$ cat config.mk
export PLATFORM = sky130hd
export DESIGN_NAME = multiplexed_seven_segment_scanner_unit
export DESIGN_NICKNAME = d
export VERILOG_FILES = /design/src/sv/msss_pkg.sv /design/src/sv/multiplexed_seven_segment_scanner_unit.sv
export SDC_FILE = /design/constraint.sdc
export NUM_CORES = 1
export LEC_CHECK = 0
export ABC_AREA = 1
export BUFFER_PORTS_ARGS = -buffer_cell sky130_fd_sc_hd__buf_4
export CORE_MARGIN = 3
export CORE_UTILIZATION = 56
export CTS_BUF_LIST = sky130_fd_sc_hd__clkbuf_4 sky130_fd_sc_hd__clkbuf_8
export DETAILED_ROUTE_END_ITERATION = 7
export PLACE_DENSITY = 0.88
export SYNTH_ARGS = -nofsm -noshare
export SYNTH_HDL_FRONTEND = slang
export SYNTH_SLANG_ARGS = --single-unit
export TNS_END_PERCENT = 10
$ cat constraint.sdc
create_clock -name clk -period 3.1 [get_ports clk]
set_clock_uncertainty 0.1 [all_clocks]
set_input_delay 0.93 -clock clk [delete_from_list [all_inputs] [get_ports clk]]
set_output_delay 0.93 -clock clk [all_outputs]
set_load 0.05 [all_outputs]
$ cat src/sv/msss_pkg.sv
// Shared types, constants and decode functions for the display scanner.
`default_nettype none

package msss_pkg;

    // Item commands carried in s_tuser
    typedef enum logic [1:0] {
        CMD_TICK    = 2'd0,
        CMD_DECIMAL = 2'd1,
        CMD_BAR     = 2'd2
    } cmd_t;

    localparam logic [2:0]  BAR_POSITION = 3'd4;
    localparam logic [13:0] VALUE_MAX    = 14'd9999;
    localparam logic [7:0]  DOT_BIT      = 8'h80;
    localparam logic [7:0]  BAR_RESET    = 8'hF0;

    // Active-low segment code of one decimal digit
    function automatic logic [7:0] seg_code(input logic [3:0] digit);
        logic [7:0] code;
        case (digit)
            4'd0:    code = 8'hC0;
            4'd1:    code = 8'hF9;
            4'd2:    code = 8'hA4;
            4'd3:    code = 8'hB0;
            4'd4:    code = 8'h99;
            4'd5:    code = 8'h92;
            4'd6:    code = 8'h82;
            4'd7:    code = 8'hF8;
            4'd8:    code = 8'h80;
            4'd9:    code = 8'h90;
            default: code = 8'hFF;
        endcase
        return code;
    endfunction

    // Leading digit of value for one decimal weight; parallel compares
    // against the multiples of the weight, value below ten times weight
    function automatic logic [3:0] dec_digit(input logic [13:0] value,
                                             input logic [13:0] weight);
        logic [3:0] d;
        d = 4'd0;
        for (int k = 1; k < 10; k++)
        begin
            if (value >= 14'(k) * weight)
            begin
                d = 4'(k);
            end
        end
        return d;
    endfunction

endpackage

`default_nettype wire

$ cat src/sv/multiplexed_seven_segment_scanner_unit.sv
// Scanner for a four-digit seven-segment display with an eight-LED bar.
//
// Input stream s_*: s_tuser carries the command (tick, load decimal, load
// bar); s_tdata carries the decimal value and the bar pattern. Load beats
// update the stored patterns and produce no output. Each tick beat
// produces one output beat on m_*: the segment byte, the digit enables,
// the bar enable and the scan position driven, stepping 0..3 then 4 (bar).
// cfg_wen/cfg_wdata set the digit that lights its decimal point.
//
// An accepted tick beat passes the input register, then the result register,
// before its output beat. Throughput: one beat per cycle while the receiver
// does not stall; the thousands and hundreds split runs ahead of the input
// register, and the tens split and segment lookup run ahead of the digit store.
// A stalled receiver holds the output beat; one further beat waits in the
// input register, and load beats keep flowing past a held output beat.
//
// Reset: the digits show "0123", bar pattern F0 hex, scan position 0,
// decimal point on digit 0, both stages empty.
`default_nettype none

module multiplexed_seven_segment_scanner_unit (
    input  wire logic        clk,
    input  wire logic        rst_n,
    // slave side
    input  wire logic        s_tvalid,
    output logic             s_tready,
    input  wire logic [23:0] s_tdata,   // decimal_value[13:0], bar_pattern[21:14], zero
    input  wire logic [1:0]  s_tuser,   // command[1:0]
    // master side
    output logic             m_tvalid,
    input  wire logic        m_tready,
    output logic [15:0]      m_tdata,   // segment_lines[7:0], digit_enables_n[11:8],
                                        // bar_enable_n[12], scan_step[15:13]
    // configuration
    input  wire logic        cfg_wen,
    input  wire logic [2:0]  cfg_wdata  // dot_position
);
    import msss_pkg::*;

    // input stage
    logic        in_valid_reg, in_valid_next;
    logic [1:0]  in_cmd_reg;
    logic [3:0]  in_thou_reg;
    logic [3:0]  in_hund_reg;
    logic [6:0]  in_rest_reg;
    logic [7:0]  in_bar_reg;

    // capture-side split
    logic [13:0] value_sat;
    logic [3:0]  thou;
    logic [9:0]  rem_thou;
    logic [3:0]  hund;
    logic [6:0]  rem_hund;
    logic        s_accept;

    // display state
    logic [7:0]  digit_reg [4];
    logic [7:0]  bar_store_reg;
    logic [2:0]  scan_pos_reg, scan_pos_next;
    logic [2:0]  dot_pos_reg;

    // result stage
    logic        out_valid_reg, out_valid_next;
    logic [7:0]  seg_reg, seg_next;
    logic [3:0]  dig_n_reg, dig_n_next;
    logic        bar_n_reg, bar_n_next;
    logic [2:0]  step_reg, step_next;

    logic        out_free;
    logic        advance;
    logic        is_tick;
    logic [3:0]  tens;
    logic [3:0]  ones;

    // Split the saturated value into thousands, hundreds and the rest
    always_comb
    begin
        value_sat = (s_tdata[13:0] > VALUE_MAX) ? VALUE_MAX : s_tdata[13:0];
        thou      = dec_digit(value_sat, 14'd1000);
        rem_thou  = 10'(value_sat - 14'(thou) * 14'd1000);
        hund      = dec_digit(14'(rem_thou), 14'd100);
        rem_hund  = 7'(rem_thou - 10'(hund) * 10'd100);
    end

    // Handshake: the input stage moves on unless a tick meets a full output that is not taken
    assign is_tick  = (in_cmd_reg == CMD_TICK);
    assign out_free = !out_valid_reg || m_tready;
    assign advance  = in_valid_reg && (!is_tick || out_free);
    assign s_tready = !in_valid_reg || advance;
    assign s_accept = s_tvalid && s_tready;

    always_comb
    begin
        if (s_accept)
        begin
            in_valid_next = 1'b1;
        end
        else if (advance)
        begin
            in_valid_next = 1'b0;
        end
        else
        begin
            in_valid_next = in_valid_reg;
        end
    end

    // Hold the accepted beat
    always_ff @(posedge clk or negedge rst_n)
    begin
        if (!rst_n)
        begin
            in_valid_reg <= 1'b0;
        end
        else
        begin
            in_valid_reg <= in_valid_next;
        end
    end

    always_ff @(posedge clk)
    begin
        if (s_accept)
        begin
            in_cmd_reg  <= s_tuser;
            in_thou_reg <= thou;
            in_hund_reg <= hund;
            in_rest_reg <= rem_hund;
            in_bar_reg  <= s_tdata[21:14];
        end
    end

    // Finish the split: tens and ones of the rest below one hundred
    always_comb
    begin
        tens = dec_digit(14'(in_rest_reg), 14'd10);
        ones = 4'(in_rest_reg - 7'(tens) * 7'd10);
    end

    // Drive the current scan position and advance it
    always_comb
    begin
        seg_next      = seg_reg;
        dig_n_next    = dig_n_reg;
        bar_n_next    = bar_n_reg;
        step_next     = step_reg;
        scan_pos_next = scan_pos_reg;
        if (advance && is_tick)
        begin
            if (scan_pos_reg >= BAR_POSITION)
            begin
                seg_next      = bar_store_reg;
                dig_n_next    = 4'hF;
                bar_n_next    = 1'b0;
                step_next     = BAR_POSITION;
                scan_pos_next = 3'd0;
            end
            else
            begin
                seg_next = digit_reg[scan_pos_reg[1:0]] | DOT_BIT;
                if (dot_pos_reg == scan_pos_reg)
                begin
                    seg_next = seg_next & ~DOT_BIT;
                end
                dig_n_next    = ~(4'b0001 << scan_pos_reg[1:0]);
                bar_n_next    = 1'b1;
                step_next     = scan_pos_reg;
                scan_pos_next = scan_pos_reg + 3'd1;
            end
        end
    end

    always_comb
    begin
        if (advance && is_tick)
        begin
            out_valid_next = 1'b1;
        end
        else if (m_tready)
        begin
            out_valid_next = 1'b0;
        end
        else
        begin
            out_valid_next = out_valid_reg;
        end
    end

    // Display state, configuration and output valid
    always_ff @(posedge clk or negedge rst_n)
    begin
        if (!rst_n)
        begin
            digit_reg[0]  <= seg_code(4'd0);
            digit_reg[1]  <= seg_code(4'd1);
            digit_reg[2]  <= seg_code(4'd2);
            digit_reg[3]  <= seg_code(4'd3);
            bar_store_reg <= BAR_RESET;
            scan_pos_reg  <= 3'd0;
            dot_pos_reg   <= 3'd0;
            out_valid_reg <= 1'b0;
        end
        else
        begin
            scan_pos_reg  <= scan_pos_next;
            out_valid_reg <= out_valid_next;
            if (cfg_wen)
            begin
                dot_pos_reg <= cfg_wdata;
            end
            if (advance && (in_cmd_reg == CMD_DECIMAL))
            begin
                digit_reg[0] <= seg_code(in_thou_reg);
                digit_reg[1] <= seg_code(in_hund_reg);
                digit_reg[2] <= seg_code(tens);
                digit_reg[3] <= seg_code(ones);
            end
            if (advance && (in_cmd_reg == CMD_BAR))
            begin
                bar_store_reg <= in_bar_reg;
            end
        end
    end

    // Output payload
    always_ff @(posedge clk)
    begin
        seg_reg   <= seg_next;
        dig_n_reg <= dig_n_next;
        bar_n_reg <= bar_n_next;
        step_reg  <= step_next;
    end

    assign m_tvalid = out_valid_reg;
    assign m_tdata  = {step_reg, bar_n_reg, dig_n_reg, seg_reg};

endmodule

`default_nettype wire

# Yosys cells after proc, flatten, opt, wreduce, memory -nomap -nowiden
# Memories as Yosys holds them, arrays and structs flattened. A register that Yosys moved wholly into a read port is not among the register bits.
# Cells that the tools add are included.
# Widths: inputs -> output; s select.
[op_classes] n_eq_ne=3 addsub=4 multipliers=3 shifts=1 n_lt_le_gt_ge=30 n_mux=39 bitwise=2 n_reduce_logical=18
[op_table] cell="$mux 4" n=20
[op_table] cell="$ge 14x13->1 const B" n=4
[op_table] cell="$ge 10x10->1 const B" n=4
[op_table] cell="$ge 10x9->1 const B" n=3
[op_table] cell="$ge 14x12->1 const B" n=2
[op_table] cell="$ge 7x6->1 const B" n=3
[op_table] cell="$ge 7x7->1 const B" n=3
[op_table] cell="$bmux 8 s2" n=1
[op_table] cell="$mux 8" n=2
[op_table] cell="$ge 14x10->1 const B" n=1
[op_table] cell="$ge 14x11->1 const B" n=1
[op_table] cell="$ge 14x14->1 const B" n=1
[op_table] cell="$ge 7x5->1 const B" n=2
[op_table] cell="$gt 14x14->1 const B" n=1
[op_table] cell="$mux 14" n=1
[op_table] cell="$mux 7" n=2
[op_table] cell="$ge 10x7->1 const B" n=1
[op_table] cell="$ge 10x8->1 const B" n=1
[op_table] cell="$sub 10x10->10" n=1
[op_table] cell="$mux 3" n=3
[op_table] cell="$mux 1" n=8
[op_table] cell="$ge 7x4->1 const B" n=1
[op_table] cell="$logic_not 1->1" n=7
[op_table] cell="$mul 4x7->7 const B" n=1
[op_table] cell="17 further kinds" n=26
[word_totals] mem_count=4 inputBits=34 rom_bits=448 elab_cells=122 register_bits=89
[memory_table] name="(name not given)" words=16 width=7 read_ports=1 rd_clocked_by_memory_dff=1 write_ports=0 line="msss_pkg.sv:21" text="case (digit)"
[memory_table] name="(name not given)" words=16 width=7 read_ports=1 rd_clocked_by_memory_dff=1 write_ports=0 line="msss_pkg.sv:21"
[memory_table] name="(name not given)" words=16 width=7 read_ports=1 rd_clocked_by_memory_dff=1 write_ports=0 line="msss_pkg.sv:21"
[memory_table] name="(name not given)" words=16 width=7 read_ports=1 rd_clocked_by_memory_dff=1 write_ports=0 line="msss_pkg.sv:21"

# Longest topological paths before layout
[depth] word_depth=26 depth_mapped=55

# Worst setup path before layout
# Ideal clock, no wire load.
[synth_timing] kind="input-to-reg" startpoint="in s_tdata[12]" endpoint="reg in_rest_reg[6], data pin" setup_slack_ps=-3507 required_ps=2747 cell_stages=42 setup_time_ps=253 arrival_ps=6255 path_cell_list="buf_4 nor2_8 nand2_1 nand2_2 buf_6 nand2_2 nand2_1 nand3b_1 nand2_2 inv_2 nand2_2 inv_1 fa_1 fa_1 ha_1 xor2_1 ha_1 a21oi_1 [... 6 more ...] nand2_1 nand2_1 nand2_1 nand2_1 nand2_1 ha_1 inv_1 ha_1 a21oi_1 nand2_1 xnor2_1 inv_1 xor2_1 nand3_1 nand2_2 inv_1 nand3_1 nand2_1"
[synth_rtl] element="start, declared" line="multiplexed_seven_segment_scanner_unit.sv:27" text="input wire logic [23:0] s_tdata,"
[synth_rtl] element="$gt 14x14->1" line="multiplexed_seven_segment_scanner_unit.sv:78" text="value_sat = (s_tdata[13:0] > VALUE_MAX) ? VALUE_MAX : s_tdata[13:0];"
[synth_rtl] element="$mux 14 *" line="multiplexed_seven_segment_scanner_unit.sv:78"
[synth_rtl] element="$ge 14x13->1" line="msss_pkg.sv:45" text="if (value >= 14'(k) * weight)"
[synth_rtl] element="$mux 4 (2 in a row)" line="msss_pkg.sv:45"
[synth_rtl] element="$mux 4 *" line="msss_pkg.sv:45"
[synth_rtl] element="via thou[3]" line="multiplexed_seven_segment_scanner_unit.sv:50" text="logic [3:0] thou;"
[synth_rtl] element="$mul 4x7->7 *" line="multiplexed_seven_segment_scanner_unit.sv:80" text="rem_thou = 10'(value_sat - 14'(thou) * 14'd1000);"
[synth_rtl] element="$sub 10x10->10 *" line="multiplexed_seven_segment_scanner_unit.sv:80"
[synth_rtl] element="$ge 10x7->1" line="msss_pkg.sv:45"
[synth_rtl] element="$mux 1" line="msss_pkg.sv:45"
[synth_rtl] element="$mux 4 (7 in a row)" line="msss_pkg.sv:45"
[synth_rtl] element="$mux 4 *" line="msss_pkg.sv:45"
[synth_rtl] element="via hund[0]" line="multiplexed_seven_segment_scanner_unit.sv:52" text="logic [3:0] hund;"
[synth_rtl] element="$mul 4x5->5 *" line="multiplexed_seven_segment_scanner_unit.sv:82" text="rem_hund = 7'(rem_thou - 10'(hund) * 10'd100);"
[synth_rtl] element="$sub 7x7->7 *" line="multiplexed_seven_segment_scanner_unit.sv:82"
[synth_rtl] element="via rem_hund[6]" line="multiplexed_seven_segment_scanner_unit.sv:53" text="logic [6:0] rem_hund;"
[synth_rtl] element="end signal, assigned" line="multiplexed_seven_segment_scanner_unit.sv:128" text="in_rest_reg <= rem_hund;"
[synth_rtl] element="end, declared" line="multiplexed_seven_segment_scanner_unit.sv:45" text="logic [6:0] in_rest_reg;"
# Mark *: on every way through the listed nets, which the timed path passes. The rest lies on a longest branch.
# A chain may end at the register's enable or synchronous reset.

# Final worst setup path
[layout_timing] startpoint="in s_tdata[5]" endpoint="reg in_rest_reg[6], data pin"
[layout_rtl] element="$gt 14x14->1" line="multiplexed_seven_segment_scanner_unit.sv:78"
[layout_rtl] element="$mux 14 *" line="multiplexed_seven_segment_scanner_unit.sv:78"
[layout_rtl] element="$ge 14x11->1" line="msss_pkg.sv:45"
[layout_rtl] element="$mux 2 (2 in a row)" line="msss_pkg.sv:45"
[layout_rtl] element="$mux 3 (2 in a row)" line="msss_pkg.sv:45"
[layout_rtl] element="$mux 4 (3 in a row)" line="msss_pkg.sv:45"
[layout_rtl] element="$mux 4 *" line="msss_pkg.sv:45"
[layout_rtl] element="via thou[1]" line="multiplexed_seven_segment_scanner_unit.sv:50"
[layout_rtl] element="[... 2 more ...]"
[layout_rtl] element="$ge 10x7->1" line="msss_pkg.sv:45"
[layout_rtl] element="$mux 1" line="msss_pkg.sv:45"
[layout_rtl] element="$mux 4 (7 in a row)" line="msss_pkg.sv:45"
[layout_rtl] element="$mux 4 *" line="msss_pkg.sv:45"
[layout_rtl] element="via hund[0]" line="multiplexed_seven_segment_scanner_unit.sv:52"
[layout_rtl] element="$mul 4x5->5 *" line="multiplexed_seven_segment_scanner_unit.sv:82"
[layout_rtl] element="$sub 7x7->7 *" line="multiplexed_seven_segment_scanner_unit.sv:82"
[layout_rtl] element="via rem_hund[6]" line="multiplexed_seven_segment_scanner_unit.sv:53"
# Marked as above.

==> flow_summary.toml <==
[timing]
post-route-period-util_pct = 216
drv_slew = 0
finalHoldViolations = 0
fin_crit_ns = 6.71
max_slew_margin_pct = 55.9
fmax_mhz = 149
setup_ws_ns = -3.61
grt_setup_unrepaired = "true"
tightest_slew_ns = 0.651
setup_viol = 9

[grt]
grt_max_degree = 45
track_usage_pct = 25.4
grt_pass1_vias = 5130
grt_overflow_total = 0
grt_first_pass_wirelength_microns = 23500
antenna_found_initial = 0

[setup_path]
worst-path-buf-inv = 9
cp.arrival_ns = 6.73
r2r_end = "digit_reg[1]"
crit_start = "s_tdata[5]"
start_kind = "input port"
crit_fanout = 6
required_ns = 3.13
cp_num_cells = 44
path_class = "input port to flop"
critPathMaxStageDelay_ns = 0.56
path_common_cell = "nand2_1"
r2r_slack_ns = 0.02
endpoint_kind = "flop"
rr_worst_depth = 18
cp_top_family = "simple AND/OR/NAND/NOR gates"
critPathSlowestCell = "fa_1"
critical_path.endpoint = "in_rest_reg[6]"
r2r-start = "in_rest_reg[3]"

[synthesis]
synth_edf_count = 41
synthesis.area_sq_um = 5750
syn_inst = 682
synth_cell_type_count = 48
async_flop_share_pct = 51.8
seq_area_frac_synth_pct = 40.8
yosysWarnings = 0
syn-mean-instance-area_sq_um = 8.44
synth-seq-cells = 85
syn_nets = 764
synth_top_flop_cell = "edfxtp_1"

[power_and_ir_drop]
seqPwrFrac_pct = 22.2
p_sw_share_pct = 45.9
leakagePower_nw = 3.57
vdd_drop_max_v = 0.00101
p_sw_mw = 3.89
power.total_mw = 8.48
clock_power_share_pct = 9.6
p_int_mw = 4.59
comb_power_share_pct = 68.2
power.density_nw_per_um2 = 1110

[die]
fp.dieH_microns = 107
pin_count = 52
core_area_sq_um = 9860
die_x_microns = 107
die_area_sq_um = 11500
initial_core_util_pct = 58.3
rows = 36

[place]
dpl_worst_slack_ns = -3.84
dp_hpwl_microns = 10200
place_congestion = 0.910
io_buffers = 49

[hold_path]
min_path_type = "flop to flop"

[job]
max_cap_violations = 0

[cells_and_area]
most-common-layout-cells = "buf_4 (139), nand2_1 (102), inv_1 (82), edfxtp_1 (41), nor2_1 (40)"
largest_register_ffs = 28
diodes = 0
syn_to_final_growth_pct = 32.8
drive_gt1_share_pct = 39.4
nNetsFinal = 907
fill_cells = 618
final_common_cell = "buf_4"
final_util_pct = 77.4

[cts]
cts_buffer_depth = 2
htreeDepth = 3
cts_buffers = 9
cts_tree = "yes"
clkLatencyLatePin_ns = 0.37
clkTransAtPathRegs_ns = 0.09
cts_root_buf = "clkbuf_8"
cts.sinks = 85
ctsHoldBuffers = 0

[route]
dr_total_vias = 5391
via_per_inst = 5.60
initialDrtViolationCount = 385
routed_wl_microns = 15500
remaining_drc_errors = 0
drtAntennaViolNets = 0
first_pass_iters = 5
wl_per_cell_microns = 16.1

[outcome]
outcome = "complete, but fails checks"
violations = "negative setup slack"
==> cell type report <==
cell class                      instances  area, sq um  area share (%)
Clock inverter                          6         70.1           0.917
Timing Repair Buffer                  148         1160            15.1
Clock buffer                           10          138            1.80
Tap cell                              133          166            2.18
Multi-Input combinational cell        476         3350            43.9
Sequential cell                        85         2350            30.8
Inverter                              105          407            5.32
==> how the worst min path moves through the flow <==
stage                              from       endpoint  slack, ns  cells after the start
after floorplan           digit_reg[28]  digit_reg[28]       0.34                      2
after CTS                  digit_reg[6]   digit_reg[6]       0.39                      1
final                      digit_reg[6]   digit_reg[6]       0.40                      1
after global routing       digit_reg[6]   digit_reg[6]       0.40                      1
after global placement     digit_reg[4]   digit_reg[4]       0.36                      2
after detailed placement   digit_reg[4]   digit_reg[4]       0.36                      2
==> power groups by stage <==
| stage | registers, mW | logic, mW | clock network (mW) |
|---|---|---|---|
| after floorplan | 1.89 | 3.11 | 0 |
| after global placement | 1.86 | 4.28 | 0 |
| after detailed placement | 1.88 | 4.55 | 0 |
| after CTS | 1.86 | 4.94 | 0.809 |
| after global routing | 1.91 | 6.30 | 0.869 |
| final | 1.88 | 5.79 | 0.815 |
==> cells in the mapped netlist, types with 2 or more instances <==
master	number	area, sq um
a21oi_1	37	185
a22oi_1	6	45.0
a2bb2oi_1	6	52.6
a31oi_1	7	43.8
buf_4	3	22.5
buf_6	3	33.8
clkbuf_1	10	37.5
dfrtp_1	30	751
dfstp_2	14	368
edfxtp_1	41	1230
fa_1	6	120
ha_1	42	526
inv_1	98	368
inv_2	5	18.8
mux2_2	9	101
nand2_1	118	443
nand2_2	23	144
nand2_4	3	33.8
nand3_1	49	245
nand3_2	3	30.0
nand4_1	10	62.6
nor2_1	53	199
nor2_2	6	37.5
nor3_1	5	25.0
o211ai_1	10	75.1
o21a_1	4	30.0
o21ai_0	43	215
o21bai_1	3	22.5
o22a_1	2	17.5
or2_2	8	50.1
xnor2_1	4	35.0
xor2_1	5	43.8
==> what timing repair did <==
item	in CTS	in global routing
endpoints found under the setup margin	15	16
setup buffers	6	12
gates resized for setup	39	62
pin swaps	27	64
gates cloned	0	0
==> routing by layer <==
| layer | vias up | track usage [%] | share of wire, % |
|---|---|---|---|
| li1 | 2563 | - | - |
| met1 | 2531 | 29.6 | 38 |
| met2 | 243 | 47.3 | 53 |
| met3 | 54 | 3.24 | 5.3 |
| met4 | 0 | 9.56 | 3.3 |
| met5 | - | 0 | 0 |
==> stage by stage <==
step	cell area, sq um	hold slack [ns]	TNS (ns)	instances
after CTS	7310	0.395	-21.48	951
after floorplan	5850	0.344	-20.13	682
final	7640	0.398	-23.30	963
after detailed placement	6900	0.360	-25.89	929
after global routing	7640	0.402	-25.44	963
after global placement	6900	0.359	-23.50	929
==> worst reg2reg max path, delay by kind of cell (launching register included) <==
kind / cells / cell delay (ns)
compound gates: 7 / 0.83
simple gates: 6 / 0.69
flops: 1 / 0.48
fa+ha+maj: 2 / 0.47
xor+xnor: 1 / 0.20
buf+inv: 2 / 0.15
==> cell families (layout without fill, tap and decap cells) <==
| family | after synthesis | after routing | synth area share, % |
|---|---|---|---|
| multiplexers | 9 | 9 | 1.76 |
| XOR/XNOR | 9 | 9 | 1.37 |
| AND/OR/NAND/NOR | 282 | 282 | 22.9 |
| buffers and inverters | 121 | 269 | 8.53 |
| flip-flops | 85 | 85 | 40.8 |
| AO/OA/AOI/OAI | 128 | 128 | 13.4 |
| adder cells (fa/ha/maj) | 48 | 48 | 11.2 |
No activity file was read; power rests on OpenSTA's default activity.
